### config.mk
export PLATFORM = sky130hd
export DESIGN_NAME = imm_out_q
export DESIGN_NICKNAME = d
export VERILOG_FILES = /design/src/rtl/core/imm_pkg.sv /design/src/rtl/core/imm_out_q.sv
export SDC_FILE = /design/constraint.sdc
export NUM_CORES = 1
export LEC_CHECK = 0
export BUFFER_PORTS_ARGS = -buffer_cell sky130_fd_sc_hd__buf_2
export CORE_MARGIN = 10
export CORE_UTILIZATION = 51
export DETAILED_ROUTE_END_ITERATION = 12
export GPL_ROUTABILITY_DRIVEN = 0
export GPL_TIMING_DRIVEN = 0
export PLACE_DENSITY = 0.75
export SYNTH_ARGS = -nofsm -noshare
export SYNTH_HDL_FRONTEND = slang
export SYNTH_SLANG_ARGS = --single-unit
### constraint.sdc
create_clock -name i_clk -period 1.95 [get_ports i_clk]
set_input_delay 0.195 -clock i_clk [delete_from_list [all_inputs] [get_ports i_clk]]
set_output_delay 0.195 -clock i_clk [all_outputs]
set_load 0.01 [all_outputs]
### src/rtl/core/imm_pkg.sv
`timescale 1ns / 1ps

package imm_pkg;

    // sizing
    localparam int MAX_DIM     = 8;
    localparam int ELEM_WIDTH  = 32;
    localparam int DATA_W      = 32;
    localparam int DIM_W       = 4;
    localparam int ROW_W       = 3;
    localparam int CFG_IDX_W   = 2;
    localparam int STORE_DEPTH = MAX_DIM * MAX_DIM;
    localparam int ADDR_W      = (STORE_DEPTH > 1) ? $clog2(STORE_DEPTH) : 1;
    localparam int COUNT_W     = ADDR_W + 1;
    localparam int IDX_W       = (MAX_DIM > 1) ? $clog2(MAX_DIM) : 1;

    // configuration register indexes
    typedef enum logic [CFG_IDX_W-1:0] {
        REG_ROWS_A = 2'd0,
        REG_COLS_A = 2'd1,
        REG_ROWS_B = 2'd2,
        REG_COLS_B = 2'd3
    } t_cfg_reg;

    // work handed from the front to the back
    typedef enum logic {
        CMD_ERROR    = 1'b0,
        CMD_MULTIPLY = 1'b1
    } t_cmd;

    // clamped matrix dimensions
    typedef struct packed {
        logic [DIM_W-1:0] ra;
        logic [DIM_W-1:0] ca;
        logic [DIM_W-1:0] rb;
        logic [DIM_W-1:0] cb;
    } t_dims;

    // element store write
    typedef struct packed {
        logic              a_we;
        logic              b_we;
        logic [ADDR_W-1:0] addr;
        logic [DATA_W-1:0] data;
    } t_store_wr;

    // one result transaction
    typedef struct packed {
        logic [DATA_W-1:0] product;
        logic [ROW_W-1:0]  row;
        logic [ROW_W-1:0]  column;
        logic              last;
        logic              error;
    } t_result;

    // zero reads as one, anything above the maximum as the maximum
    function automatic logic [DIM_W-1:0] clamp_dim(input logic [DIM_W-1:0] v);
        logic [DIM_W-1:0] r;
        if (v == '0) begin
            r = DIM_W'(1);
        end else if (v > DIM_W'(MAX_DIM)) begin
            r = DIM_W'(MAX_DIM);
        end else begin
            r = v;
        end
        return r;
    endfunction

    // sign extend from the element width
    function automatic logic [DATA_W-1:0] sext_elem(input logic [DATA_W-1:0] raw);
        logic signed [DATA_W-1:0] s;
        s = $signed(raw << (DATA_W - ELEM_WIDTH));
        s = s >>> (DATA_W - ELEM_WIDTH);
        return s;
    endfunction

endpackage

### src/rtl/core/imm_out_q.sv
`timescale 1ns / 1ps

module imm_out_q (
    input  logic             i_clk,
    input  logic             i_rst_n,
    input  logic             i_push,
    input  imm_pkg::t_result i_res,
    input  logic             i_pop,
    output logic             o_full,
    output logic             o_empty,
    output imm_pkg::t_result o_res
);

    import imm_pkg::*;

    t_result    r_mem [4];
    logic [1:0] r_wr_ptr;
    logic [1:0] r_rd_ptr;
    logic [2:0] r_count;
    logic       w_push;
    logic       w_pop;

    assign o_full  = (r_count == 3'd4);
    assign o_empty = (r_count == 3'd0);
    assign o_res   = r_mem[r_rd_ptr];
    assign w_push  = i_push & ~o_full;
    assign w_pop   = i_pop & ~o_empty;

    // four entry result queue
    always_ff @(posedge i_clk) begin
        if (w_push) begin
            r_mem[r_wr_ptr] <= i_res;
        end
        if (!i_rst_n) begin
            r_wr_ptr <= 2'd0;
            r_rd_ptr <= 2'd0;
            r_count  <= 3'd0;
        end else begin
            if (w_push) begin
                r_wr_ptr <= r_wr_ptr + 2'd1;
            end
            if (w_pop) begin
                r_rd_ptr <= r_rd_ptr + 2'd1;
            end
            r_count <= r_count + 3'(w_push) - 3'(w_pop);
        end
    end

endmodule

# Yosys cells after proc, flatten, opt, wreduce, memory -nomap -nowiden
# Memories as Yosys holds them, arrays and structs flattened. A register that Yosys moved wholly into a read port is not among the register bits.
# Index checks and enable logic that the tools add are counted.
[word_totals] register_bits=7 ramBits=160 inputBits=44 elab_cells=18 memories=1
[memory_table] memory="r_mem" depth=4 word_bits=40 rd=1 rd_ports_with_merged_regs=1 wr=1 line_no="imm_out_q.sv:16" rtl="t_result r_mem [4];"
[op_classes] add_sub_neg=4 n_eq_ne=1 n_mux=4 bitwise_logic=4 reduce_logical=1
[op_table] op="$add A2 B1 Y2 const B" n=2
[op_table] op="$mux W2" n=2
[op_table] op="$add A3 B1 Y3" n=1
[op_table] op="$eq A3 B3 Y1 const B" n=1
[op_table] op="$logic_not A3 Y1" n=1
[op_table] op="$sub A3 B1 Y3" n=1
[op_table] op="$and A1 B1 Y1" n=2
[op_table] op="$mux W1" n=2
[op_table] op="$not A1 Y1" n=2

# Longest topological paths before layout
[depth] depth_word=5 mapped_depth=11 mapped_depth_nobuf=10

# Least setup slack after synthesis
# OpenSTA, ideal clock, no wires.
[synth_timing] kind="register to register" startpoint="register r_count[2]" endpoint="memory r_mem[0][0] in the netlist's numbering (enable)" setup_time_ns=0.401 t_arrival_ns=1.740 slack_ns=-0.191 stages_incl_launch_ff=5 n_path_buf=1 synth_period_minus_slack_ns=2.141 cell_sequence="dfxtp_1 -> nor3b_2 -> nor2b_1 -> buf_2 -> and2_1"
[synth_via] elab_chain_cells=5
[synth_rtl] item="from (decl)" line_no="imm_out_q.sv:19" rtl="logic [2:0] r_count;"
[synth_rtl] item="from (signal assigned)" line_no="imm_out_q.sv:45" rtl="r_count <= r_count + 3'(w_push) - 3'(w_pop);"
[synth_rtl] item="$eq A3 B3 Y1" line_no="imm_out_q.sv:23" rtl="assign o_full = (r_count == 3'd4);"
[synth_rtl] item="named net o_full" line_no="imm_out_q.sv:9" rtl="output logic o_full,"
[synth_rtl] item="$not A1 Y1" line_no="imm_out_q.sv:26" rtl="assign w_push = i_push & ~o_full;"
[synth_rtl] item="$and A1 B1 Y1" line_no="imm_out_q.sv:26"
[synth_rtl] item="$mux W1" line_no="imm_out_q.sv:31" rtl="if (w_push) begin"
[synth_rtl] item="$mux W1 (not written as such)" line_no="imm_out_q.sv:32" rtl="r_mem[r_wr_ptr] <= i_res;"
[synth_rtl] item="to (decl)" line_no="imm_out_q.sv:16"
# The timed path passes the listed nets, and every way through them passes these cells.

# Worst setup path in the final report
[layout_timing] startpoint="register r_count[2]" endpoint="register r_count[2]"
[layout_via] elab_chain_cells=5 word_cells_on_any_way=8 cone_classes="2 x add/sub; 1 x eq/ne; 4 x bitwise; 1 x reduce/logical"
[layout_rtl] item="$eq A3 B3 Y1" line_no="imm_out_q.sv:23"
[layout_rtl] item="$not A1 Y1" line_no="imm_out_q.sv:26"
[layout_rtl] item="$and A1 B1 Y1" line_no="imm_out_q.sv:26"
[layout_rtl] item="$add A3 B1 Y3" line_no="imm_out_q.sv:45"
[layout_rtl] item="$sub A3 B1 Y3 *" line_no="imm_out_q.sv:45"
# Every way passes the cells marked *; elsewhere a longest branch is shown, timed or not.
# A chain may end at the register's enable or synchronous reset.

==> summary.md <==
| Metric | Value |
|---|---|
| Initial Util | `0.523` |
| Total clock sinks | `169` |
| Detailed Routing Iterations Pass 1 | `5` |
| Synth warnings | `0` |
| # diodes | `0` |
| Hold slack | `0.0296 ns` |
| Crit-path max FO | `7` |
| Post-Synth Adder-Cell Area | `0.0151` |
| Die Y | `about 130 um` |
| Vias | `approximately 3000` |
| WP data arrival | `2.46 ns` |
| DR vias/cell | `5.11` |
| Final setup viols | `123` |
| Simple-Gate Fraction of Synth Area | `0.0189` |
| Worst-path clk slew | `approximately 0.06 ns` |
| DRT antenna net count | `0` |
| First-pass GRT wire length | `19000 um` |
| Largest net degree at the start of global routing | `41` |
| CP required | `about 2.3 ns` |
| H-tree depth | `4` |
| Port Buffers | `84` |
| Detail Placement HPWL | `~6800 um` |
| RSZ-0062 raised after global routing | `true` |
| FFs w/ async S/R, synth | `0` |
| Placed Cells | `512` |
| Most common cell in the synthesized netlist | `edfxtp_1` |
| Finished Layout Cells | `592` |
| Max Slew Vio Count | `0` |
| Setup tns final | `-15.09 ns` |
| Setup crit end kind | `flip-flop` |
| Crit path kind | `reg -> reg` |
| Fmax | `0.465 GHz` |
| Clock root cell | `clkbuf_16` |
| Syn Nets | `around 310` |
| GRT overflow | `0` |
| Die W | `131 um` |
| # DRC | `0` |
| Crit path launch type | `flip-flop` |
| Final WS setup | `-0.201 ns` |
| Hold WC Path Type | `in -> reg` |
| CTS tree | `done` |
| Row cnt | `40` |
| Clock skew | `0.00414 ns` |
| Cells taking the most area after synthesis | `edfxtp_1 76%, mux4_2 14%, dfxtp_1 2.9%` |
| Gr usage total | `0.142` |
| DIE AREA | `roughly 0.017 sq mm` |
| CTS buffer count | `17` |
| Initial antenna violation count | `0` |
| Final period util | `1.10` |
| Netlist cell types | `21` |
| Avg Synthesized Cell Area | `24.2 sq um` |
| Failing checks | `negative setup slack` |
| Min Tclk post-route | `between 2 and 2.5 ns` |
| Xor and xnor area share after synthesis | `0.00278` |
| Worst Tran Pin Value | `1.12 ns` |
| Endpoints failing hold | `0` |
| Share of the synthesized area in the top cell type | `0.762` |
| Starting DRT DRC Count | `194` |
| Register area share after synthesis | `0.791` |
| Synthesized cell area | `0.00630 sq mm` |
| Dominant cell type by area after synthesis | `edfxtp_1` |
| Clk buf depth | `2` |
| P per Cell Area | `1260 mW/mm^2` |
| Worst slew margin | `0.252` |
| Main synth FF type | `edfxtp_1` |
| Vias in the first global route | `between 3000 and 4000` |
| Share of cells above drive strength 1 | `0.439` |
| Status | `finished, violations left` |
| Compound-cell area share of the yosys netlist | `0.00357` |
| Largest family of logic cells by synthesized area | `multiplexers` |
| Max_cap viols | `0` |
| IO Count | `between 80 and 90` |
| Fin nets | `between 400 and 500` |
| Area grow syn2layout | `31.7%` |
| Design area | `a little over 0.008 sq mm` |
| Synthesized flop and latch total | `169` |
| Post-synth EDFFs | `160` |
| Worst slack, placed | `-0.234 ns` |
| Area after DPL | `0.00696 sq mm` |
| Leak | `0.00288 uW` |
| Clock Latency Late Sink | `0.42 ns` |
| Post-Syn Instances | `260` |
| Avg WL per Cell | `approximately 20 um` |
| Final wirelength | `12000 um` |
| Core ar. | `0.0121 sq mm` |
| R2r setup slk | `-0.20 ns` |
| Post-synthesis mux area share | `0.146` |
| Max VDD drop | `slightly below 0.0007 V` |
| Post-synth top cells | `160 x edfxtp_1, 40 x mux4_2, 9 x dfxtp_1, 7 x and2_1` |
-- final cells by class --
class / instances / area, sq um
fill: 740 / 3760
timing repair buffer: 133 / 1180
sequential: 169 / 4990
buffer: 11 / 131
inverter: 6 / 25.0
multi-input combinational: 74 / 1230
clock buffer: 27 / 513
tap: 168 / 210
clock inverter: 4 / 17.5
-- repair_timing --
action | CTS | global route
setup buffers | 4 | 2
hold buffers | 39 | 0
resized for setup | 22 | 31
cloned | 4 | 0
pin swaps | 4 | 4
endpoints found under the setup margin | 175 | 202
endpoints found under the hold margin | 155 | 0
-- path summary, 6_finish.rpt --
kind	startpoint	end	cells after the start
max	r_count[2]$_SDFF_PN0_	r_count[2]$_SDFF_PN0_	11
min	i_res[6]	r_mem[2][6]$_DFFE_PP_	1
min reg2reg	r_rd_ptr[1]$_SDFFE_PN0P_	r_rd_ptr[1]$_SDFFE_PN0P_	2
max reg2reg	r_count[2]$_SDFF_PN0_	r_count[2]$_SDFF_PN0_	11
-- power breakdown --
part | switching [uW] | total, uW | leakage [uW] | internal, uW
Sequential | 127 | 4550 | 0.00154 | 4420
Clock | 1200 | 2980 | 0.000262 | 1780
Combinational | 1270 | 2970 | 0.00107 | 1710
Total | 2590 | 10500 | 0.00288 | 7910
-- registers in the layout, indices dropped and copies added (netlist names), named ones only --
| signal | cells |
|---|---|
| r_wr_ptr | 2 |
| r_mem | 160 |
| r_rd_ptr | 2 |
| r_count | 3 |
-- per-layer routing --
layer	part of all wire	global-route usage	routed length (um)	up-vias
met3	0.050	0.0484	600	11
li1	-	-	-	1383
met1	0.42	0.173	5030	1550
met2	0.52	0.228	6230	84
met5	0	0	0	-
met4	0.0087	0.0581	104	0
-- metrics by stage --
step                      total power [uW]  utilization
after floorplan                       6040            -
after global placement                6750        0.577
after detailed placement              6810        0.577
after CTS                            10300        0.672
after global routing                 11000        0.688
final                                10500        0.688
-- cell families after synthesis --
logic type,count (synthesis)
compound gates,4
xor+xnor,2
fa+ha+maj,7
buf+inv,17
flops,169
mux,42
simple gates,19
-- critical path: stages, from the launching register on --
cell and delay [ns]:
dfxtp_4 0.34, nor3b_4 0.15, nor2b_1 0.13, buf_4 0.18
inv_4 0.04, ha_4 0.25, inv_2 0.04, ha_4 0.15
fa_2 0.35, xnor2_2 0.15, xnor2_1 0.12, and2_1 0.16
-- placed cells by master, fill, tap and decap left out, types with 3 or more instances in the layout --
cell type      instances
edfxtp_1             160
buf_2                 54
mux4_2                40
dlygate4sd3_1         39
buf_6                 34
clkbuf_16             17
buf_4                  7
clkbuf_1               6
nand2_1                6
buf_12                 5
dfxtp_1                5
clkbuf_8               5
inv_1                  4
ha_1                   4
buf_16                 4
and2_2                 3
o21ai_0                3
dfxtp_2                3
Power figures use the tool's default switching activity.
