[src/rtl/core/imm_pkg.sv]
`timescale 1ns / 1ps

package imm_pkg;

    // sizing
    localparam int MAX_DIM     = 8;
    localparam int ELEM_WIDTH  = 32;
    localparam int DATA_W      = 32;
    localparam int DIM_W       = 4;
    localparam int ROW_W       = 3;
    localparam int CFG_IDX_W   = 2;
    localparam int STORE_DEPTH = MAX_DIM * MAX_DIM;
    localparam int ADDR_W      = (STORE_DEPTH > 1) ? $clog2(STORE_DEPTH) : 1;
    localparam int COUNT_W     = ADDR_W + 1;
    localparam int IDX_W       = (MAX_DIM > 1) ? $clog2(MAX_DIM) : 1;

    // configuration register indexes
    typedef enum logic [CFG_IDX_W-1:0] {
        REG_ROWS_A = 2'd0,
        REG_COLS_A = 2'd1,
        REG_ROWS_B = 2'd2,
        REG_COLS_B = 2'd3
    } t_cfg_reg;

    // work handed from the front to the back
    typedef enum logic {
        CMD_ERROR    = 1'b0,
        CMD_MULTIPLY = 1'b1
    } t_cmd;

    // clamped matrix dimensions
    typedef struct packed {
        logic [DIM_W-1:0] ra;
        logic [DIM_W-1:0] ca;
        logic [DIM_W-1:0] rb;
        logic [DIM_W-1:0] cb;
    } t_dims;

    // element store write
    typedef struct packed {
        logic              a_we;
        logic              b_we;
        logic [ADDR_W-1:0] addr;
        logic [DATA_W-1:0] data;
    } t_store_wr;

    // one result transaction
    typedef struct packed {
        logic [DATA_W-1:0] product;
        logic [ROW_W-1:0]  row;
        logic [ROW_W-1:0]  column;
        logic              last;
        logic              error;
    } t_result;

    // zero reads as one, anything above the maximum as the maximum
    function automatic logic [DIM_W-1:0] clamp_dim(input logic [DIM_W-1:0] v);
        logic [DIM_W-1:0] r;
        if (v == '0) begin
            r = DIM_W'(1);
        end else if (v > DIM_W'(MAX_DIM)) begin
            r = DIM_W'(MAX_DIM);
        end else begin
            r = v;
        end
        return r;
    endfunction

    // sign extend from the element width
    function automatic logic [DATA_W-1:0] sext_elem(input logic [DATA_W-1:0] raw);
        logic signed [DATA_W-1:0] s;
        s = $signed(raw << (DATA_W - ELEM_WIDTH));
        s = s >>> (DATA_W - ELEM_WIDTH);
        return s;
    endfunction

endpackage

[src/rtl/core/imm_cmd_q.sv]
`timescale 1ns / 1ps

module imm_cmd_q (
    input  logic          i_clk,
    input  logic          i_rst_n,
    input  logic          i_push,
    input  imm_pkg::t_cmd i_cmd,
    input  logic          i_pop,
    output logic          o_full,
    output logic          o_empty,
    output imm_pkg::t_cmd o_cmd
);

    import imm_pkg::*;

    t_cmd       r_mem [2];
    logic       r_wr_ptr;
    logic       r_rd_ptr;
    logic [1:0] r_count;
    logic       w_push;
    logic       w_pop;

    assign o_full  = (r_count == 2'd2);
    assign o_empty = (r_count == 2'd0);
    assign o_cmd   = r_mem[r_rd_ptr];
    assign w_push  = i_push & ~o_full;
    assign w_pop   = i_pop & ~o_empty;

    // two entry command queue
    always_ff @(posedge i_clk) begin
        if (w_push) begin
            r_mem[r_wr_ptr] <= i_cmd;
        end
        if (!i_rst_n) begin
            r_wr_ptr <= 1'b0;
            r_rd_ptr <= 1'b0;
            r_count  <= 2'd0;
        end else begin
            if (w_push) begin
                r_wr_ptr <= ~r_wr_ptr;
            end
            if (w_pop) begin
                r_rd_ptr <= ~r_rd_ptr;
            end
            r_count <= r_count + 2'(w_push) - 2'(w_pop);
        end
    end

endmodule

[config.mk]
export PLATFORM = sky130hd
export DESIGN_NAME = imm_cmd_q
export DESIGN_NICKNAME = d
export VERILOG_FILES = /design/src/rtl/core/imm_pkg.sv /design/src/rtl/core/imm_cmd_q.sv
export SDC_FILE = /design/constraint.sdc
export NUM_CORES = 1
export LEC_CHECK = 0
export ABC_AREA = 1
export BUFFER_PORTS_ARGS = -buffer_cell sky130_fd_sc_hd__buf_2
export CAP_MARGIN = 10
export CORE_AREA = 2 2 39 41
export DETAILED_ROUTE_END_ITERATION = 10
export DIE_AREA = 0 0 41 43
export PLACE_DENSITY_LB_ADDON = 0.08
export SKIP_CTS_REPAIR_TIMING = 1
export SLEW_MARGIN = 20
export SYNTH_ARGS = -nofsm -noshare
export SYNTH_HDL_FRONTEND = slang
export SYNTH_SLANG_ARGS = --single-unit
[constraint.sdc]
create_clock -name i_clk -period 1.48 [get_ports i_clk]
set_input_delay 0.148 -clock i_clk [delete_from_list [all_inputs] [get_ports i_clk]]
set_output_delay 0.148 -clock i_clk [all_outputs]
set_load 0.02 [all_outputs]
# --- After elaboration in Yosys (flattened, before gate mapping) ---
# Memories as Yosys holds them, arrays and structs flattened. A register that Yosys moved wholly into a read port is not among the register bits.
# Index checks and enable logic that the tools add are counted.
word_totals:
  reg_bits: 4
  ramBits: 2
  in_bits: 5
  output_inout_bits: 3
  word_cells: 18
  mem_count: 1
classes:
  n_addsub: 2
  eq_ne: 1
  n_mux: 4
  bitwise: 6
  n_reduce_logical: 1
mem_list:
  columns: ["name", "depth", "width", "read_ports", "rd_clocked_by_memory_dff", "wr", "line", "rtl"]
  rows:
  - ["r_mem", 2, 1, 1, 1, 1, "imm_cmd_q.sv:16", "t_cmd r_mem [2];"]
op_table:
  columns: ["op", "n"]
  rows:
  - ["1-bit 2-to-1 mux", 4]
  - ["1-bit inverter", 4]
  - ["2-bit by 1-bit adder with 2-bit output", 1]
  - ["1-bit bitwise AND", 2]
  - ["2-bit equality test, second input constant", 1]
  - ["2-bit logical NOT", 1]
  - ["2-bit by 1-bit subtractor with 2-bit output", 1]

# --- Depth between registers and ports, before layout ---
# Gate-level depths: netlist (run 1).
depth:
  depth_word: 5
  depth_mapped: 11
  ltp_nobuf: 11

# --- Worst setup path before layout (run 1) ---
# No wires, ideal clock.
synth_path:
  path_kind: "reg2reg"
  start: "register r_count[1]"
  end: "register r_count[1]"
  setup_time_ps: 115
  t_arrival_ps: 1406
  t_required_ps: 1365
  slack_ps: -41
  path_stages_with_launch: 10
  path_buffers: 0
  period_less_slack_ps: 1521
  cell_sequence: "dfxtp_1 -> nor2_2 -> nor2_4 -> ha_1 -> inv_1 -> ha_1 -> inv_1 -> nand2_1 -> a21oi_1 -> nor2_1"
synth_between:
  word_cells_on_any_way: 8
  classes_between: "2 x add/sub; 1 x eq/ne; 4 x bitwise; 1 x reduce/logical"
synth_lines:
  columns: ["item", "line", "rtl"]
  rows:
  - ["start: declaration", "imm_cmd_q.sv:19", "logic [1:0] r_count;"]
  - ["start signal: assignment", "imm_cmd_q.sv:45", "r_count <= r_count + 2'(w_push) - 2'(w_pop);"]
  - ["2-bit logical NOT", "imm_cmd_q.sv:24", "assign o_empty = (r_count == 2'd0);"]
  - ["named net o_empty", "imm_cmd_q.sv:10", "output logic o_empty,"]
  - ["1-bit inverter", "imm_cmd_q.sv:27", "assign w_pop = i_pop & ~o_empty;"]
  - ["1-bit bitwise AND", "imm_cmd_q.sv:27", null]
  - ["named net w_pop", "imm_cmd_q.sv:21", "logic w_pop;"]
  - ["2-bit by 1-bit subtractor with 2-bit output", "imm_cmd_q.sv:45", null]
# The timed path passes the listed nets, and every way through them passes these cells.
# A chain may end at the register's enable or synchronous reset.

# --- Worst setup path after layout (run 1) ---
layout_path:
  start: "register r_count[0]"
  end: "register r_count[1]"
layout_between:
  word_cells_on_any_way: 8
  classes_between: "2 x add/sub; 1 x eq/ne; 4 x bitwise; 1 x reduce/logical"
layout_lines:
  columns: ["item", "line"]
  rows:
  - ["2-bit logical NOT", "imm_cmd_q.sv:24"]
  - ["1-bit inverter", "imm_cmd_q.sv:27"]
  - ["1-bit bitwise AND", "imm_cmd_q.sv:27"]
  - ["named net w_pop", "imm_cmd_q.sv:21"]
  - ["2-bit by 1-bit subtractor with 2-bit output", "imm_cmd_q.sv:45"]
# The timed path passes the listed nets, and every way through them passes these cells.

==> impl_metrics.csv, run 1 <==
group,metric,value,unit
critical_path,cp.required,1.63,ns
logic_synthesis,ys_ff_latch,7,
logic_synthesis,synth_top_area_cell,"dfxtp_1",
clock_network,clock_path_buffers,2,
clock_network,numCtsBuffers,3,
sta,timing.final.ws_setup,0.0605,ns
sta,slew_headroom,89.6,%
logic_synthesis,synth_area,339,um2
critical_path,r2r_start,"r_count[0]$_SDFF_PN0_",
clock_network,h-tree-depth,1,
status,status,"finished clean",
routing,dr.pass1.iters,2,
finish,final_cells,71,
die,start_util,24.5,%
global_routing,grt_usage,9.91,%
critical_path,worstPathArrival,1.57,ns
placed_design,portBuffers,7,
sta,tightest_slew,0.156,ns
finish,syn_to_final_growth,47.2,%
routing,totalWireLength,758,um
sta,fin_tns_setup,0,ns
power_and_ir_drop,leakage,0.240,nW
clock_network,clock_sinks,7,
sta,maxSlewViolCount,0,
clock_network,cts_tree,"yes",
die,rows,14,
die,die-area,1760,um2
critical_path,path_class,"reg2reg",
critical_path,cp-start-kind,"register",
logic_synthesis,ys_seq_area_share,47.2,%
logic_synthesis,avgSynthCellArea,8.27,um2
sta,hold_violations,0,
finish,fin_nets,63,
global_routing,grt_pass1_wl,1100,um
routing,routed_via_density,4.31,
logic_synthesis,synth_cells,41,
routing,wire_per_inst,10.7,um
sta,finalCriticalPeriod,1.42,ns
critical_path,r2r-end,"r_count[1]$_SDFF_PN0_",
logic_synthesis,synth_top_area_share,29.5,%
power_and_ir_drop,peakVddDrop,0.000812,V
die,die_h,43,um
global_routing,grt_pass1_vias,283,
power_and_ir_drop,fin_total_pwr,1.07,mW
finish,drive_above_1_share,56.4,%
critical_path,ff2ff_setup_slack,0.06,ns
global_routing,grt_remaining_overflow,0,
placed_design,dpl_worst_slack,-0.0647,ns
critical_path,end_kind,"register",
min_path,hp-start,"i_cmd",
die,fp.coreArea,1380,um2
job,drv_cap,0,
die,fp.dieW,41,um
logic_synthesis,syn-num-nets,48,
critical_path,crit_fanout,3,
placed_design,gp_congestion,0.733,
die,ios,8,
logic_synthesis,yosys_warnings,0,
sta,fin_crit_sh,95.9,%
sta,rsz0062_at_grt,"true",
placed_design,placed_cells,65,
sta,finClkSkew,0.00757,ns
clock_network,clk_pin_slew,0.06,ns
global_routing,grt_max_degree,5,
routing,detail-route-antenna-nets,0,
logic_synthesis,synthTopCellsByArea,"dfxtp_1 (30%), edfxtp_1 (18%), inv_1 (10%)",
clock_network,cts-root-buf,"clkbuf_4",
min_path,hold_path_depth,1,
routing,vias,306,
critical_path,ff2ff_path_depth,9,
placed_design,dp_hpwl,503,um
finish,fill_cells,152,
global_routing,antenna_found_initial,0,
logic_synthesis,synth_cell_type_count,13,
power_and_ir_drop,p_per_area,2140,nW/um2
min_path,hp-class,"in2reg",
min_path,min_to,"r_mem[0]$_DFFE_PP_",
finish,num_antenna_cells,0,
routing,drc,0,
routing,drt_iter0_drc,3,
sta,timing.fmax,0.704,GHz
sta,finalSetupViolCount,0,
clock_network,clk_latency,0.26,ns
==> cells by family after synthesis <==
kind of cell	Yosys count	share of synthesized area, %
flip-flops	7	47.2
adder cells (fa/ha/maj)	2	7.38
AO/OA/AOI/OAI	2	2.95
AND/OR/NAND/NOR	20	29.2
buffers and inverters	9	9.96
multiplexers	1	3.32
==> metrics by stage <==
stage / util [%] / instance area (um2) / hold slack (ns)
6_report: 36.1 / 499 / 0.0869
5_1_grt: 36.1 / 499 / 0.0781
4_1_cts: 31.3 / 433 / 0.0791
3_5_place_dp: 29.4 / 407 / 0.344
3_3_place_gp: 29.4 / 407 / 0.339
2_1_floorplan: - / 344 / 0.241
==> worst max path at each step <==
stage                               start               endpoint  slack [ns]  cells after the start
CTS                 r_count[0]$_SDFF_PN0_  r_count[1]$_SDFF_PN0_       -0.08                     10
global placement    r_count[0]$_SDFF_PN0_  r_count[1]$_SDFF_PN0_      -0.004                     10
global route        r_count[0]$_SDFF_PN0_  r_count[1]$_SDFF_PN0_       -0.01                     10
floorplan           r_count[0]$_SDFF_PN0_  r_count[1]$_SDFF_PN0_        0.02                     10
detailed placement  r_count[0]$_SDFF_PN0_  r_count[1]$_SDFF_PN0_       -0.06                     10
finish              r_count[0]$_SDFF_PN0_  r_count[1]$_SDFF_PN0_        0.06                      9
==> critical path, stage by stage, from the launching register on <==
cell,delay [ns]
dfxtp_4,0.36
nor2_4,0.13
nor2_4,0.06
ha_4,0.25
inv_2,0.04
ha_4,0.15
inv_2,0.06
nand2_4,0.06
a21oi_2,0.15
nor2_1,0.05
==> layout make-up <==
type / count / area (um2) / share of cell area (%)
inverter: 9 / 33.8 / 6.77
timing repair buffer: 10 / 57.6 / 11.5
multi-input combinational: 25 / 196 / 39.3
clock buffer: 4 / 26.3 / 5.26
tap: 16 / 20.0 / 4.01
sequential: 7 / 165 / 33.1
==> placed cells by master (no fill, tap or decap), drive strengths merged <==
| cell type | synthesis | routed |
|---|---|---|
| nand3 | 3 | 3 |
| inv | 9 | 9 |
| nand2 | 9 | 9 |
| clkbuf | 0 | 4 |
| ha | 2 | 2 |
| dfxtp | 5 | 5 |
| a21oi | 2 | 2 |
| nor2 | 8 | 8 |
| edfxtp | 2 | 2 |
| mux2 | 1 | 1 |
| buf | 0 | 10 |
==> layer usage <==
| metal | global-route usage, % | vias up | part of all wire (%) |
|---|---|---|---|
| met1 | 10.9 | 141 | 39 |
| li1 | - | 154 | - |
| met3 | 5.24 | 2 | 6.5 |
| met4 | 8.00 | 0 | 2.2 |
| met2 | 13.4 | 9 | 52 |
| met5 | 0 | - | 0 |
==> synthesized netlist by cell type <==
master	instances
dfxtp_1	5
a21oi_1	2
nor2_1	5
nor2_2	2
inv_1	9
nor2_4	1
nand2_1	8
nand3_1	2
mux2_2	1
edfxtp_1	2
nand3_2	1
ha_1	2
nand2_2	1
==> where the power goes <==
group / leakage (nW) / total (mW) / switching (mW) / internal [mW]
Combinational: 0.164 / 0.562 / 0.305 / 0.257
Clock: 0.0150 / 0.181 / 0.0773 / 0.103
Sequential: 0.0610 / 0.325 / 0.0545 / 0.270
Note: power is estimated with default switching activity, not from simulation.
==> run 2: changes to the inputs <==
--- a/config.mk
+++ b/config.mk
@@ -6,11 +6,11 @@
 export NUM_CORES = 1
 export LEC_CHECK = 0
 export ABC_AREA = 1
-export BUFFER_PORTS_ARGS = -buffer_cell sky130_fd_sc_hd__buf_2
 export CAP_MARGIN = 10
 export CORE_AREA = 2 2 39 41
 export DETAILED_ROUTE_END_ITERATION = 10
 export DIE_AREA = 0 0 41 43
+export DONT_BUFFER_PORTS = 1
 export PLACE_DENSITY_LB_ADDON = 0.08
 export SKIP_CTS_REPAIR_TIMING = 1
 export SLEW_MARGIN = 20
==> run 2 against run 1 <==
Effect of this change:
- register-to-register slack hardly changed
- global-route usage is 1.7 points lower
- count of clock-buffer cells in the layout stayed put
- final cell count is 4.2% lower
- worst hold slack worse by 0.078 ns
- critical path depth is 1 higher
- utilization is 1.3 points lower
- via count is 7.5% lower
- flip-flop and latch count stayed put
- die area stayed put
- clock power is 9% lower
- largest power group unchanged
==> impl_metrics.csv, run 2 (same netlist as run 1, synthesis figures left out) <==
group,metric,value,unit
status,status,"finished clean",
die,die_h,43,um
job,drv_cap,0,
finish,drive_above_1_share,44.2,%
critical_path,cpMostUsedCell,"nand2_2",
routing,totalWireLength,578,um
clock_network,clock_path_buffers,2,
finish,fill_cells,153,
power_and_ir_drop,seq_power_share,33.6,%
critical_path,path_cells,"inv_2, nand2_2, nand2_2, ha_4, inv_1, ha_2, inv_1, nand2_2, a21oi_2, nor2_1",
power_and_ir_drop,comb_power_share,49.3,%
placed_design,dp_hpwl,468,um
die,start_util,24.5,%
sta,finClkSkew,0.00180,ns
routing,drt_iter0_drc,8,
critical_path,ff2ff_path_depth,10,
sta,timing.fmax,0.709,GHz
sta,hold_violations,0,
power_and_ir_drop,netSwitchingFraction,38.4,%
die,die-area,1760,um2
clock_network,clk_pin_slew,0.05,ns
routing,drc,0,
min_path,hold_path_depth,2,
global_routing,grt_pass1_wl,897,um
die,fp.coreArea,1380,um2
power_and_ir_drop,switching_power,0.367,mW
finish,syn_to_final_growth,42.1,%
finish,fin_nets,60,
sta,fin_tns_setup,0,ns
die,ios,8,
critical_path,cp.required,1.62,ns
power_and_ir_drop,fin_total_pwr,0.957,mW
sta,slew_headroom,88.0,%
critical_path,end_kind,"register",
power_and_ir_drop,p_int,0.590,mW
global_routing,grt_remaining_overflow,0,
critical_path,cp_num_buf_inv,3,
critical_path,cp_slowest_stage_delay,0.36,ns
power_and_ir_drop,clkPwrFrac,17.2,%
clock_network,clk_latency,0.24,ns
min_path,hp-start,"i_rst_n",
routing,wire_per_inst,8.50,um
sta,maxSlewViolCount,0,
clock_network,cts-root-buf,"clkbuf_4",
routing,detail-route-antenna-nets,0,
critical_path,crit_fanout,3,
clock_network,numCtsBuffers,3,
placed_design,gp_congestion,0.688,
finish,final_cell_mix,"inv_1 (8), nand2_1 (6), nor2_1 (5), buf_4 (5)",
critical_path,crit_path_top_delay_cell,"dfxtp_4",
routing,routed_via_density,4.16,
critical_path,crit_family,"adder cells",
power_and_ir_drop,leakage,0.227,nW
sta,finalSetupViolCount,0,
global_routing,grt_max_degree,5,
sta,fin_crit_sh,95.3,%
global_routing,grt_usage,8.17,%
routing,dr.pass1.iters,4,
routing,vias,283,
clock_network,h-tree-depth,1,
finish,regArea,165,um2
critical_path,startpoint,"r_count[0]$_SDFF_PN0_",
critical_path,worstPathArrival,1.55,ns
global_routing,antenna_found_initial,0,
clock_network,clock_sinks,7,
sta,tightest_slew,0.179,ns
critical_path,r2r_start,"r_count[0]$_SDFF_PN0_",
critical_path,path_class,"reg2reg",
global_routing,grt_pass1_vias,246,
min_path,hp-class,"in2reg",
clock_network,cts_tree,"yes",
finish,final_common_cell,"inv_1",
die,rows,14,
finish,num_antenna_cells,0,
power_and_ir_drop,p_per_area,1990,nW/um2
finish,multi_input_area,179,um2
power_and_ir_drop,peakVddDrop,0.000794,V
critical_path,cp-start-kind,"register",
sta,finalCriticalPeriod,1.41,ns
die,fp.dieW,41,um
critical_path,cp.depth,10,
placed_design,portBuffers,0,
[run 2: cell count changes in the layout (fill, tap and decap cells not counted), sizes merged]
cell / delta
buf: -5
dlygate4sd3: +2
[run 2: final timing paths]
kind / end / slack [ns]
setup / recovery: r_count[1]$_SDFF_PN0_ / 0.07
hold / removal: r_count[1]$_SDFF_PN0_ / 0.009
setup reg to reg: r_count[1]$_SDFF_PN0_ / 0.07
hold reg to reg: r_rd_ptr$_SDFFE_PN0P_ / 0.52
[run 2: power groups by stage]
| stage | combinational [mW] | sequential (mW) | clock (mW) |
|---|---|---|---|
| finish | 0.472 | 0.321 | 0.164 |
| global placement | 0.398 | 0.309 | 0 |
| floorplan | 0.289 | 0.305 | 0 |
| detailed placement | 0.407 | 0.312 | 0 |
| CTS | 0.410 | 0.308 | 0.176 |
| global route | 0.539 | 0.332 | 0.182 |
[run 2: through the flow]
step                util, %  std cells  hold WS, ns  cell area (um2)  setup slack, ns
finish                 34.8         68      0.00852              482           0.0691
global route           34.8         68       0.0247              482          -0.0206
CTS                    30.4         65      -0.0118              420          -0.0629
detailed placement     28.5         61        0.247              394          -0.0543
global placement       28.5         61        0.244              394         -0.00312
floorplan                 -         41        0.241              344           0.0231
[run 2: layout make-up]
| class | count | area share [%] |
|---|---|---|
| clock buffers | 4 | 5.45 |
| inverters | 9 | 7.01 |
| multi-input cells | 25 | 37.1 |
| flip-flops and latches | 7 | 34.3 |
| well taps | 16 | 4.16 |
| repair buffers | 7 | 11.9 |
[run 2: metal layers]
layer	vias to the layer above	global-route usage (%)	share of wire, %
met5	-	0	0
met4	0	2.00	0
met1	126	7.19	42
li1	148	-	-
met2	9	12.2	49
met3	0	8.90	9.2
