--- src/rtl/core/imm_pkg.sv ---
`timescale 1ns / 1ps

package imm_pkg;

    // sizing
    localparam int MAX_DIM     = 8;
    localparam int ELEM_WIDTH  = 32;
    localparam int DATA_W      = 32;
    localparam int DIM_W       = 4;
    localparam int ROW_W       = 3;
    localparam int CFG_IDX_W   = 2;
    localparam int STORE_DEPTH = MAX_DIM * MAX_DIM;
    localparam int ADDR_W      = (STORE_DEPTH > 1) ? $clog2(STORE_DEPTH) : 1;
    localparam int COUNT_W     = ADDR_W + 1;
    localparam int IDX_W       = (MAX_DIM > 1) ? $clog2(MAX_DIM) : 1;

    // configuration register indexes
    typedef enum logic [CFG_IDX_W-1:0] {
        REG_ROWS_A = 2'd0,
        REG_COLS_A = 2'd1,
        REG_ROWS_B = 2'd2,
        REG_COLS_B = 2'd3
    } t_cfg_reg;

    // work handed from the front to the back
    typedef enum logic {
        CMD_ERROR    = 1'b0,
        CMD_MULTIPLY = 1'b1
    } t_cmd;

    // clamped matrix dimensions
    typedef struct packed {
        logic [DIM_W-1:0] ra;
        logic [DIM_W-1:0] ca;
        logic [DIM_W-1:0] rb;
        logic [DIM_W-1:0] cb;
    } t_dims;

    // element store write
    typedef struct packed {
        logic              a_we;
        logic              b_we;
        logic [ADDR_W-1:0] addr;
        logic [DATA_W-1:0] data;
    } t_store_wr;

    // one result transaction
    typedef struct packed {
        logic [DATA_W-1:0] product;
        logic [ROW_W-1:0]  row;
        logic [ROW_W-1:0]  column;
        logic              last;
        logic              error;
    } t_result;

    // zero reads as one, anything above the maximum as the maximum
    function automatic logic [DIM_W-1:0] clamp_dim(input logic [DIM_W-1:0] v);
        logic [DIM_W-1:0] r;
        if (v == '0) begin
            r = DIM_W'(1);
        end else if (v > DIM_W'(MAX_DIM)) begin
            r = DIM_W'(MAX_DIM);
        end else begin
            r = v;
        end
        return r;
    endfunction

    // sign extend from the element width
    function automatic logic [DATA_W-1:0] sext_elem(input logic [DATA_W-1:0] raw);
        logic signed [DATA_W-1:0] s;
        s = $signed(raw << (DATA_W - ELEM_WIDTH));
        s = s >>> (DATA_W - ELEM_WIDTH);
        return s;
    endfunction

endpackage

--- src/rtl/core/imm_back.sv ---
`timescale 1ns / 1ps

module imm_back (
    input  logic                         i_clk,
    input  logic                         i_rst_n,
    input  imm_pkg::t_dims               i_dims,
    input  logic                         i_cmd_empty,
    input  imm_pkg::t_cmd                i_cmd,
    input  logic                         i_res_full,
    input  logic [imm_pkg::DATA_W-1:0]   i_a_data,
    input  logic [imm_pkg::DATA_W-1:0]   i_b_data,
    output logic                         o_cmd_pop,
    output logic [imm_pkg::ADDR_W-1:0]   o_a_addr,
    output logic [imm_pkg::ADDR_W-1:0]   o_b_addr,
    output logic                         o_res_push,
    output imm_pkg::t_result             o_res,
    output logic                         o_done
);

    import imm_pkg::*;

    typedef enum logic [1:0] {
        S_IDLE,
        S_RUN,
        S_DRAIN,
        S_PUSH
    } t_state;

    t_state            r_state;
    logic [IDX_W-1:0]  r_i;
    logic [IDX_W-1:0]  r_j;
    logic [IDX_W-1:0]  r_k;
    logic              r_v1;
    logic              r_v2;
    logic [DATA_W-1:0] r_prod;
    logic [DATA_W-1:0] r_acc;
    logic              w_last_k;
    logic              w_last_i;
    logic              w_last_j;

    assign w_last_k = (r_k == IDX_W'(i_dims.ca - DIM_W'(1)));
    assign w_last_i = (r_i == IDX_W'(i_dims.ra - DIM_W'(1)));
    assign w_last_j = (r_j == IDX_W'(i_dims.cb - DIM_W'(1)));

    // store addresses for a[i][k] and b[k][j]
    assign o_a_addr = ADDR_W'(r_i) * ADDR_W'(i_dims.ca) + ADDR_W'(r_k);
    assign o_b_addr = ADDR_W'(r_k) * ADDR_W'(i_dims.cb) + ADDR_W'(r_j);

    // result and command handshakes
    always_comb begin
        o_cmd_pop      = 1'b0;
        o_res_push     = 1'b0;
        o_done         = 1'b0;
        o_res.product  = r_acc;
        o_res.row      = ROW_W'(r_i);
        o_res.column   = ROW_W'(r_j);
        o_res.last     = w_last_i & w_last_j;
        o_res.error    = 1'b0;
        case (r_state)
            S_IDLE: begin
                if (!i_cmd_empty) begin
                    if (i_cmd == CMD_ERROR) begin
                        o_res.product = '0;
                        o_res.row     = '0;
                        o_res.column  = '0;
                        o_res.last    = 1'b1;
                        o_res.error   = 1'b1;
                        o_res_push    = ~i_res_full;
                        o_cmd_pop     = ~i_res_full;
                    end else begin
                        o_cmd_pop = 1'b1;
                    end
                end
            end
            S_PUSH: begin
                o_res_push = ~i_res_full;
                o_done     = ~i_res_full & w_last_i & w_last_j;
            end
            default: begin
            end
        endcase
    end

    // sequencer and multiply-accumulate pipeline
    always_ff @(posedge i_clk) begin
        r_prod <= i_a_data * i_b_data;
        if (!i_rst_n) begin
            r_state <= S_IDLE;
            r_i     <= '0;
            r_j     <= '0;
            r_k     <= '0;
            r_v1    <= 1'b0;
            r_v2    <= 1'b0;
            r_acc   <= '0;
        end else begin
            r_v1 <= (r_state == S_RUN);
            r_v2 <= r_v1;
            if (r_v2) begin
                r_acc <= r_acc + r_prod;
            end
            case (r_state)
                S_IDLE: begin
                    if (!i_cmd_empty && i_cmd == CMD_MULTIPLY) begin
                        r_i     <= '0;
                        r_j     <= '0;
                        r_k     <= '0;
                        r_acc   <= '0;
                        r_state <= S_RUN;
                    end
                end
                S_RUN: begin
                    if (w_last_k) begin
                        r_state <= S_DRAIN;
                    end else begin
                        r_k <= r_k + IDX_W'(1);
                    end
                end
                S_DRAIN: begin
                    if (!r_v1 && !r_v2) begin
                        r_state <= S_PUSH;
                    end
                end
                S_PUSH: begin
                    if (!i_res_full) begin
                        r_acc <= '0;
                        r_k   <= '0;
                        if (w_last_j) begin
                            r_j <= '0;
                            r_i <= r_i + IDX_W'(1);
                        end else begin
                            r_j <= r_j + IDX_W'(1);
                        end
                        r_state <= (w_last_i && w_last_j) ? S_IDLE : S_RUN;
                    end
                end
                default: begin
                    r_state <= S_IDLE;
                end
            endcase
        end
    end

endmodule

--- config.mk ---
export PLATFORM = sky130hd
export DESIGN_NAME = imm_back
export DESIGN_NICKNAME = d
export VERILOG_FILES = /design/src/rtl/core/imm_pkg.sv /design/src/rtl/core/imm_back.sv
export SDC_FILE = /design/constraint.sdc
export NUM_CORES = 1
export LEC_CHECK = 0
export ABC_AREA = 1
export BUFFER_PORTS_ARGS = -buffer_cell sky130_fd_sc_hd__buf_2
export CAP_MARGIN = 25
export CORE_ASPECT_RATIO = 1.75
export CORE_UTILIZATION = 40
export CTS_CLUSTER_SIZE = 24
export DETAILED_ROUTE_END_ITERATION = 10
export GPL_ROUTABILITY_DRIVEN = 0
export PLACE_DENSITY = 0.68
export SYNTH_ARGS = -nofsm -noshare
export SYNTH_HDL_FRONTEND = slang
export SYNTH_SLANG_ARGS = --single-unit
--- constraint.sdc ---
create_clock -name i_clk -period 7.4 [get_ports i_clk]
set_input_delay 0.74 -clock i_clk [delete_from_list [all_inputs] [get_ports i_clk]]
set_output_delay 0.74 -clock i_clk [all_outputs]
set_load 0.1 [all_outputs]
# == Word level (Yosys, flattened, before mapping) ==
# Cells that the tools add are included.
# word_totals
reg_bits,77
in_bits,85
output_inout_bits,55
elab_cells,79
# op_classes
n_eq_ne,12
add_sub_neg,9
mux,30
n_reduce_logical,13
bitwise_logic,4
mul,3
# ops
operator,count
2-to-1 mux 40 bit,3
2-to-1 mux 32 bit,3
case mux 32 bit (2 select lines),1
adder 32 bit,1
multiplier 32 x 32 -> 32 bit,1
2-to-1 mux 3 bit,7
adder 6 x 3 -> 6 bit,2
multiplier 3 x 4 -> 6 bit,2
"!= test 2 bit, second input constant",6
case mux 3 bit (2 select lines),2
AND reduction 4 bit,3
"adder 3 x 1 -> 3 bit, second input constant",3
== test 3 bit,3
case mux 3 bit (3 select lines),1
"subtractor 3 x 1 -> 3 bit, second input constant",3
2-to-1 mux 2 bit,4
case mux 2 bit (4 select lines),1
2-to-1 mux 1 bit,7
"== test 2 bit, second input constant",2
AND 1 bit,3
logical AND 1 bit,3
zero test 1 bit,3
AND reduction 3 bit,1
nonzero test 3 bit,1
other kinds (5),5

# == Longest topological paths before layout ==
# Gate-level depths: netlist of the first run.
# depth
depth_word,6
ltp_mapped,33
mapped_depth_nobuf,31

# == Worst setup path after synthesis of the first run ==
# Ideal clock, no wire load.
# synth_timing
path_type,in2reg
from,input port i_b_data[3] (netlist name)
to,register r_prod[27]
path_buffers,2
setup_time_ns,0.119
t_arrival_ns,6.684
setup_slack_ns,0.597
stages,27
required_time_ns,7.281
path_cell_list,clkbuf_1 buf_1 nand2_1 inv_1 fa_1 inv_1 fa_1 fa_1 fa_1 inv_1 fa_1 inv_1 fa_1 inv_1 fa_1 fa_1 ha_1 nand2_1 inv_1 nand2_1 nor3_1 nand4_1 nand3_1 nand2_1 nand2_1 a21oi_1 xnor2_1
# synth_between
elab_chain_cells,1
# synth_rtl
item,line_no,source
from (decl),imm_back.sv:11,"input logic [imm_pkg::DATA_W-1:0] i_b_data,"
multiplier 32 x 32 -> 32 bit,imm_back.sv:86,r_prod <= i_a_data * i_b_data;
to (signal assigned),imm_back.sv:86,
to (decl),imm_back.sv:35,logic [DATA_W-1:0] r_prod;
# No other way between the ends.
# A chain may end at the register's enable or synchronous reset.

# == Final worst setup path of the first run ==
# layout_timing
from,input port i_b_data[5] (netlist name)
to,register r_prod[28]
# The elaborated chain is that of the path after synthesis.

==> results of run 1 <==
[logic make-up (layout without fill, tap and decap cells)]
family | count (synthesis) | after routing
other cells | 0 | 2
flops | 77 | 77
compound gates | 220 | 220
fa+ha+maj | 602 | 602
simple gates | 1045 | 1045
buf+inv | 1017 | 1098
xor+xnor | 78 | 78
[through the flow]
| stage | instance area [um^2] | setup slack (ps) |
|---|---|---|
| 2_1_floorplan | 22200 | 597 |
| 3_3_place_gp | 23600 | 150 |
| 3_5_place_dp | 23600 | 84.1 |
| 4_1_cts | 24000 | 442 |
| 5_1_grt | 24000 | 182 |
| 6_report | 24000 | 452 |
[worst max-delay path, stage by stage]
cell     delay, ps
buf_2          440
nand2_1        100
inv_1           90
fa_1           430
fa_1           510
fa_1           530
inv_1           50
fa_1           470
inv_1           50
fa_1           490
inv_1           50
fa_1           520
inv_1           60
fa_1           400
fa_1           420
ha_1           370
nand2_1        120
nor4_2         410
buf_4          180
nand4_1        110
nand3_1        210
nand2_1         80
nand2_1        100
nand2_1         50
nand2_1         70
xor2_1         140
[path summary, 6_finish.rpt]
| kind | startpoint | endpoint | cells past startpoint | slack [ps] |
|---|---|---|---|---|
| worst min register to register | r_v1$_SDFF_PN0_ | r_v2$_SDFF_PN0_ | 2 | 430 |
| worst min-delay path | r_v1$_SDFF_PN0_ | r_v2$_SDFF_PN0_ | 2 | 430 |
| worst max register to register | r_prod[0]$_DFF_P_ | r_acc[22]$_SDFF_PN0_ | 12 | 4960 |
| worst max-delay path | i_b_data[5] | r_prod[28]$_DFF_P_ | 26 | 450 |
[routing by layer]
layer,wire (um),GRT usage,up-vias
met2,34500,0.456,522
met4,4700,0.162,0
met1,20700,0.217,9047
met5,0,0,-
met3,2340,0.0182,200
li1,-,-,8853
[registers in the layout, indices dropped and copies added (netlist names)]
| name | count |
|---|---|
| r_acc | 32 |
| r_i | 3 |
| r_j | 3 |
| r_k | 3 |
| r_prod | 32 |
| r_state | 2 |
| r_v1 | 1 |
| r_v2 | 1 |
[cells in the final DEF (no fill, tap or decap), types with 3 or more instances in the layout]
| cell | Yosys | final |
|---|---|---|
| o21ai_2 | 3 | 3 |
| buf_2 | 14 | 134 |
| ha_1 | 185 | 185 |
| o21ai_1 | 7 | 7 |
| nand2_2 | 10 | 10 |
| a211oi_1 | 7 | 7 |
| inv_2 | 6 | 6 |
| nor2_1 | 101 | 100 |
| xor2_1 | 52 | 52 |
| buf_4 | 11 | 50 |
| nand2_1 | 815 | 815 |
| nand4_1 | 10 | 10 |
| o21ai_0 | 58 | 58 |
| a21oi_1 | 102 | 102 |
| nand3_2 | 3 | 3 |
| dfxtp_1 | 77 | 77 |
| nor3_1 | 12 | 12 |
| a21o_1 | 10 | 10 |
| o221ai_1 | 3 | 3 |
| inv_1 | 890 | 890 |
| o211ai_1 | 10 | 10 |
| xnor2_1 | 23 | 23 |
| or2_2 | 3 | 3 |
| nand3_1 | 73 | 73 |
| clkbuf_16 | 0 | 9 |
| nand3b_1 | 7 | 7 |
| a21boi_0 | 4 | 4 |
| fa_1 | 417 | 417 |
| bufinv_16 | 0 | 4 |
| a31oi_1 | 7 | 7 |
[final cells by class]
type | instances | share of cell area
antenna | 2 | 0.000208
clock buffer | 11 | 0.0101
clock inverter | 4 | 0.00500
inverter | 898 | 0.140
multi-input combinational | 1945 | 0.699
sequential | 77 | 0.0642
tap | 690 | 0.0359
timing repair buffer | 185 | 0.0447
==> metrics.md, run 1 <==
| Metric | Value |
|---|---|
| Clk_lat worst skew | 350 ps |
| Clk root buf | clkbuf_16 |
| Non-filler instance count after layout | 3812 |
| Htree depth | 3 |
| CTS resizes | 0 |
| Post-synthesis mux area share | 0 |
| First-pass GRT wire length | 99600 um |
| Routed WL | 62300 um |
| Nets | 3803 |
| CP max FO | 16 |
| Postcts setup bufs | 0 |
| Clk_skew | 5.17 ps |
| Core area | 54600 um^2 |
| Initial antenna violation count | 2 |
| CTS tree | yes |
| Final core utilization | 0.440 |
| Total CTS buffers | 9 |
| Largest net degree at the start of global routing | 41 |
| Fmax | 144 MHz |
| Syn Nets | 3726 |
| Gr usage total | 0.228 |
| Post-synthesis adder-cell area fraction | 0.480 |
| DR vias | 18600 |
| Area leader, netlist | fa_1 |
| HPWL Detailed | 52900 um |
| Top_reg_cell synth | dfxtp_1 |
| Rows | 113 |
| Fin crit period | 6950 ps |
| Final hold vios | 0 |
| DIE AREA | 56500 um^2 |
| Port Buf Inserts | 134 |
| Remaining DRCs | 0 |
| Sequential area share after synthesis | 0.0694 |
| Pins over their slew limit | 0 |
| Cell Count Post-Placement | 3795 |
| Endpoints failing setup | 0 |
| Number of max-cap violations | 0 |
| Startpoint types | primary input |
| Register area | 1540 um^2 |
| P&R area growth vs syn | 8.10% |
| Worst path required time | 7680 ps |
| Hold buffer count at cts | 0 |
| Total I/O pin count | 140 |
| Worst EP arrival | 7220 ps |
| Share of layout cells above drive strength 1 | 0.0756 |
| Synth cell count leaders | inv_1, nand2_1, fa_1 |
| Seq cells post-synth | 77 |
| Syn Area/Cell | 7.31 um^2 |
| Syn Inst Count | 3039 |
| Post-synth EDFFs | 0 |
| Unrepaired setup endpoints after global routing | no |
| Clk sink count | 77 |
| Slew headroom | 0.576 |
| Top-count cell post-synth | inv_1 |
| Drt first-iter violations | 883 |
| Synth async-reset ratio | 0 |
| CTS max path bufs | 2 |
| Share of the synthesized area in the top cell type | 0.376 |
| Part of the cycle the worst path needs | 0.939 |
| Top cells by area, synth | fa_1, inv_1, nand2_1 |
| Mapped cell area | 22200 um^2 |
| Vias per cell | 4.89 |
| Multi-input logic area | 16800 um^2 |
| Remaining global-route overflow | 0 |
| Worst slew pin tran | 630 ps |
| Synth Warn # | 0 |
| Setup TNS | 0 ps |
| Die Ht | 314 um |
| Compound-gate portion of the synthesized area | 0.0561 |
| Number of global-route vias before repair | 20000 |
| Starting density of the core | 0.407 |
| CP Capture Type | register |
| Post-synthesis xor/xnor area fraction | 0.0318 |
| Hold WS | 432 ps |
| DRT antenna net count | 0 |
| Status | completed |
| Number of fill cells | 5649 |
| Routed len/inst | 16.3 um |
| Synth Area in Simple Gates | 0.188 |
| Number of distinct library cells after synthesis | 49 |
| Worst-path clk slew | 60 ps |
| Critical path type | in -> reg |
| Worst hold path type | reg -> reg |
| Main combinational cell family by area after synthesis | adder cells |
| Die X | 180 um |
| DRT Pass-1 Iters | 5 |
Power of run 1 is not shown: default switching activity piles up to over one toggle a cycle in this logic, so the estimate is an artifact.
==> run 2, diff against run 1 <==
- RECOVER_POWER: unset -> 50
==> metrics.md, run 2 (synthesis results as in run 1) <==
| Metric | Value |
|---|---|
| Number of fill cells | 5649 (unchanged) |
| Pre-CTS worst setup slack | 84.1 ps (unchanged) |
| Worst hold path type | reg -> reg |
| Worst EP arrival | 7230 ps (about the same) |
| DR vias | 18700 (+0.34%) |
| Fmax | 144 MHz (about the same) |
| Final core utilization | 0.439 (-0.000642) |
| Most frequent cells in the layout | inv_1, nand2_1, fa_1 |
| Die X | 180 um (unchanged) |
| Register area | 1540 um^2 (unchanged) |
| Pins over their slew limit | 41 (+41) |
| HPWL Detailed | 52900 um (unchanged) |
| Htree depth | 3 (unchanged) |
| Postcts setup bufs | 0 (unchanged) |
| Clk_lat worst skew | 350 ps (about the same) |
| Nets | 3803 (unchanged) |
| Hold WS | 432 ps (-0.0160 ps) |
| Total CTS buffers | 9 (unchanged) |
| CTS tree | yes |
| Total I/O pin count | 140 (unchanged) |
| Largest regs | r_acc x32, r_prod x32 |
| CTS max path bufs | 2 (unchanged) |
| Hold buffer count at cts | 0 (unchanged) |
| Share of layout cells above drive strength 1 | 0.0683 (-0.00737) |
| Core area | 54600 um^2 (unchanged) |
| Worst-path clk slew | 60 ps (about the same) |
| DIE AREA | 56500 um^2 (unchanged) |
| Clk sink count | 77 (unchanged) |
| Routed len/inst | 16.3 um (about the same) |
| Final hold vios | 0 (unchanged) |
| Routed WL | 62300 um (about the same) |
| Part of the cycle the worst path needs | 0.939 (about the same) |
| WHS Path Cells | 2 (unchanged) |
| Endpoints failing setup | 0 (unchanged) |
| Remaining global-route overflow | 0 (unchanged) |
| Vias per cell | 4.90 (+0.34%) |
| Status | finished, violations left |
| Number of max-cap violations | 1 (+1) |
| Critical path type | in -> reg |
| First-pass GRT wire length | 99600 um (unchanged) |
| Largest net degree at the start of global routing | 41 (unchanged) |
| Fin crit period | 6950 ps (+3.78 ps) |
| Gr usage total | 0.228 (unchanged) |
| Drt first-iter violations | 897 (+1.6%) |
| Die Ht | 314 um (unchanged) |
| Port Buf Inserts | 134 (unchanged) |
| Number of global-route vias before repair | 20000 (unchanged) |
| Setup TNS | 0 ps (unchanged) |
| Initial antenna violation count | 2 (unchanged) |
| CTS resizes | 0 (unchanged) |
| Startpoint types | primary input |
| Rows | 113 (unchanged) |
| Remaining DRCs | 0 (unchanged) |
| DRT Pass-1 Iters | 7 (+2) |
| Failing checks | capacitance limit, slew limit |
| Unrepaired setup endpoints after global routing | no |
| Starting density of the core | 0.407 (unchanged) |
| Commonest non-fill, non-tap cell in the layout | inv_1 |
| CP max FO | 16 (unchanged) |
| DRT antenna net count | 0 (unchanged) |
| Worst path required time | 7670 ps (about the same) |
| P&R area growth vs syn | 7.94% |
| Clk_skew | 5.75 ps (+0.579 ps) |
| FF-to-FF path depth | 11 (-1) |
| Clk root buf | clkbuf_16 |
| Final worst setup slack | 448 ps (-3.79 ps) |
| Slew headroom | -0.415 (-0.991) |
| CP Capture Type | register |
| Worst slew pin tran | 2120 ps (+1490 ps) |
| Multi-input logic area | 16800 um^2 (unchanged) |
-- run 2: cell types whose count changed in the layout (fill, tap and decap cells not counted), sizes merged --
cell,previous run,this run
buf,185,163
clkbuf,11,33
-- run 2: final cells by class --
type / count / share of cell area
inverter: 898 / 0.141
tap: 690 / 0.0360
multi-input combinational: 1945 / 0.701
timing repair buffer: 185 / 0.0433
antenna: 2 / 0.000209
sequential: 77 / 0.0643
clock inverter: 4 / 0.00501
clock buffer: 11 / 0.0101
-- run 2: per-layer routing --
| layer | wire (um) | part of all wire | global-route usage |
|---|---|---|---|
| met1 | 20800 | 0.33 | 0.217 |
| met2 | 34400 | 0.55 | 0.456 |
| met3 | 2340 | 0.037 | 0.0182 |
| met4 | 4830 | 0.077 | 0.162 |
| met5 | 0 | 0 | 0 |
-- run 2: worst max-delay path, cell delays in order --
cell     delay (ps)
buf_2           440
nand2_1         100
inv_1            90
fa_1            430
fa_1            510
fa_1            530
inv_1            50
fa_1            470
inv_1            50
fa_1            490
inv_1            50
fa_1            520
inv_1            60
fa_1            400
fa_1            420
ha_1            370
nand2_1         120
nor4_2          410
buf_4           180
nand4_1         110
nand3_1         210
nand2_1          80
nand2_1         100
nand2_1          50
nand2_1          70
xor2_1          140
-- run 2: path summary, 6_finish.rpt --
path                      startpoint                   end  slack [ps]
min                  r_v1$_SDFF_PN0_       r_v2$_SDFF_PN0_         430
max reg2reg  r_state[0]$_SDFFE_PN0P_  r_acc[24]$_SDFF_PN0_        4270
min reg2reg          r_v1$_SDFF_PN0_       r_v2$_SDFF_PN0_         430
max                      i_b_data[5]    r_prod[28]$_DFF_P_         450
-- run 2: stage by stage --
| stage | std cells | instance area, um^2 |
|---|---|---|
| after floorplan | 3039 | 22200 |
| after global placement | 3794 | 23600 |
| after detailed placement | 3795 | 23600 |
| after CTS | 3810 | 24000 |
| after global routing | 3812 | 24000 |
| final | 3812 | 24000 |
Power of run 2 is left out for the same reason.
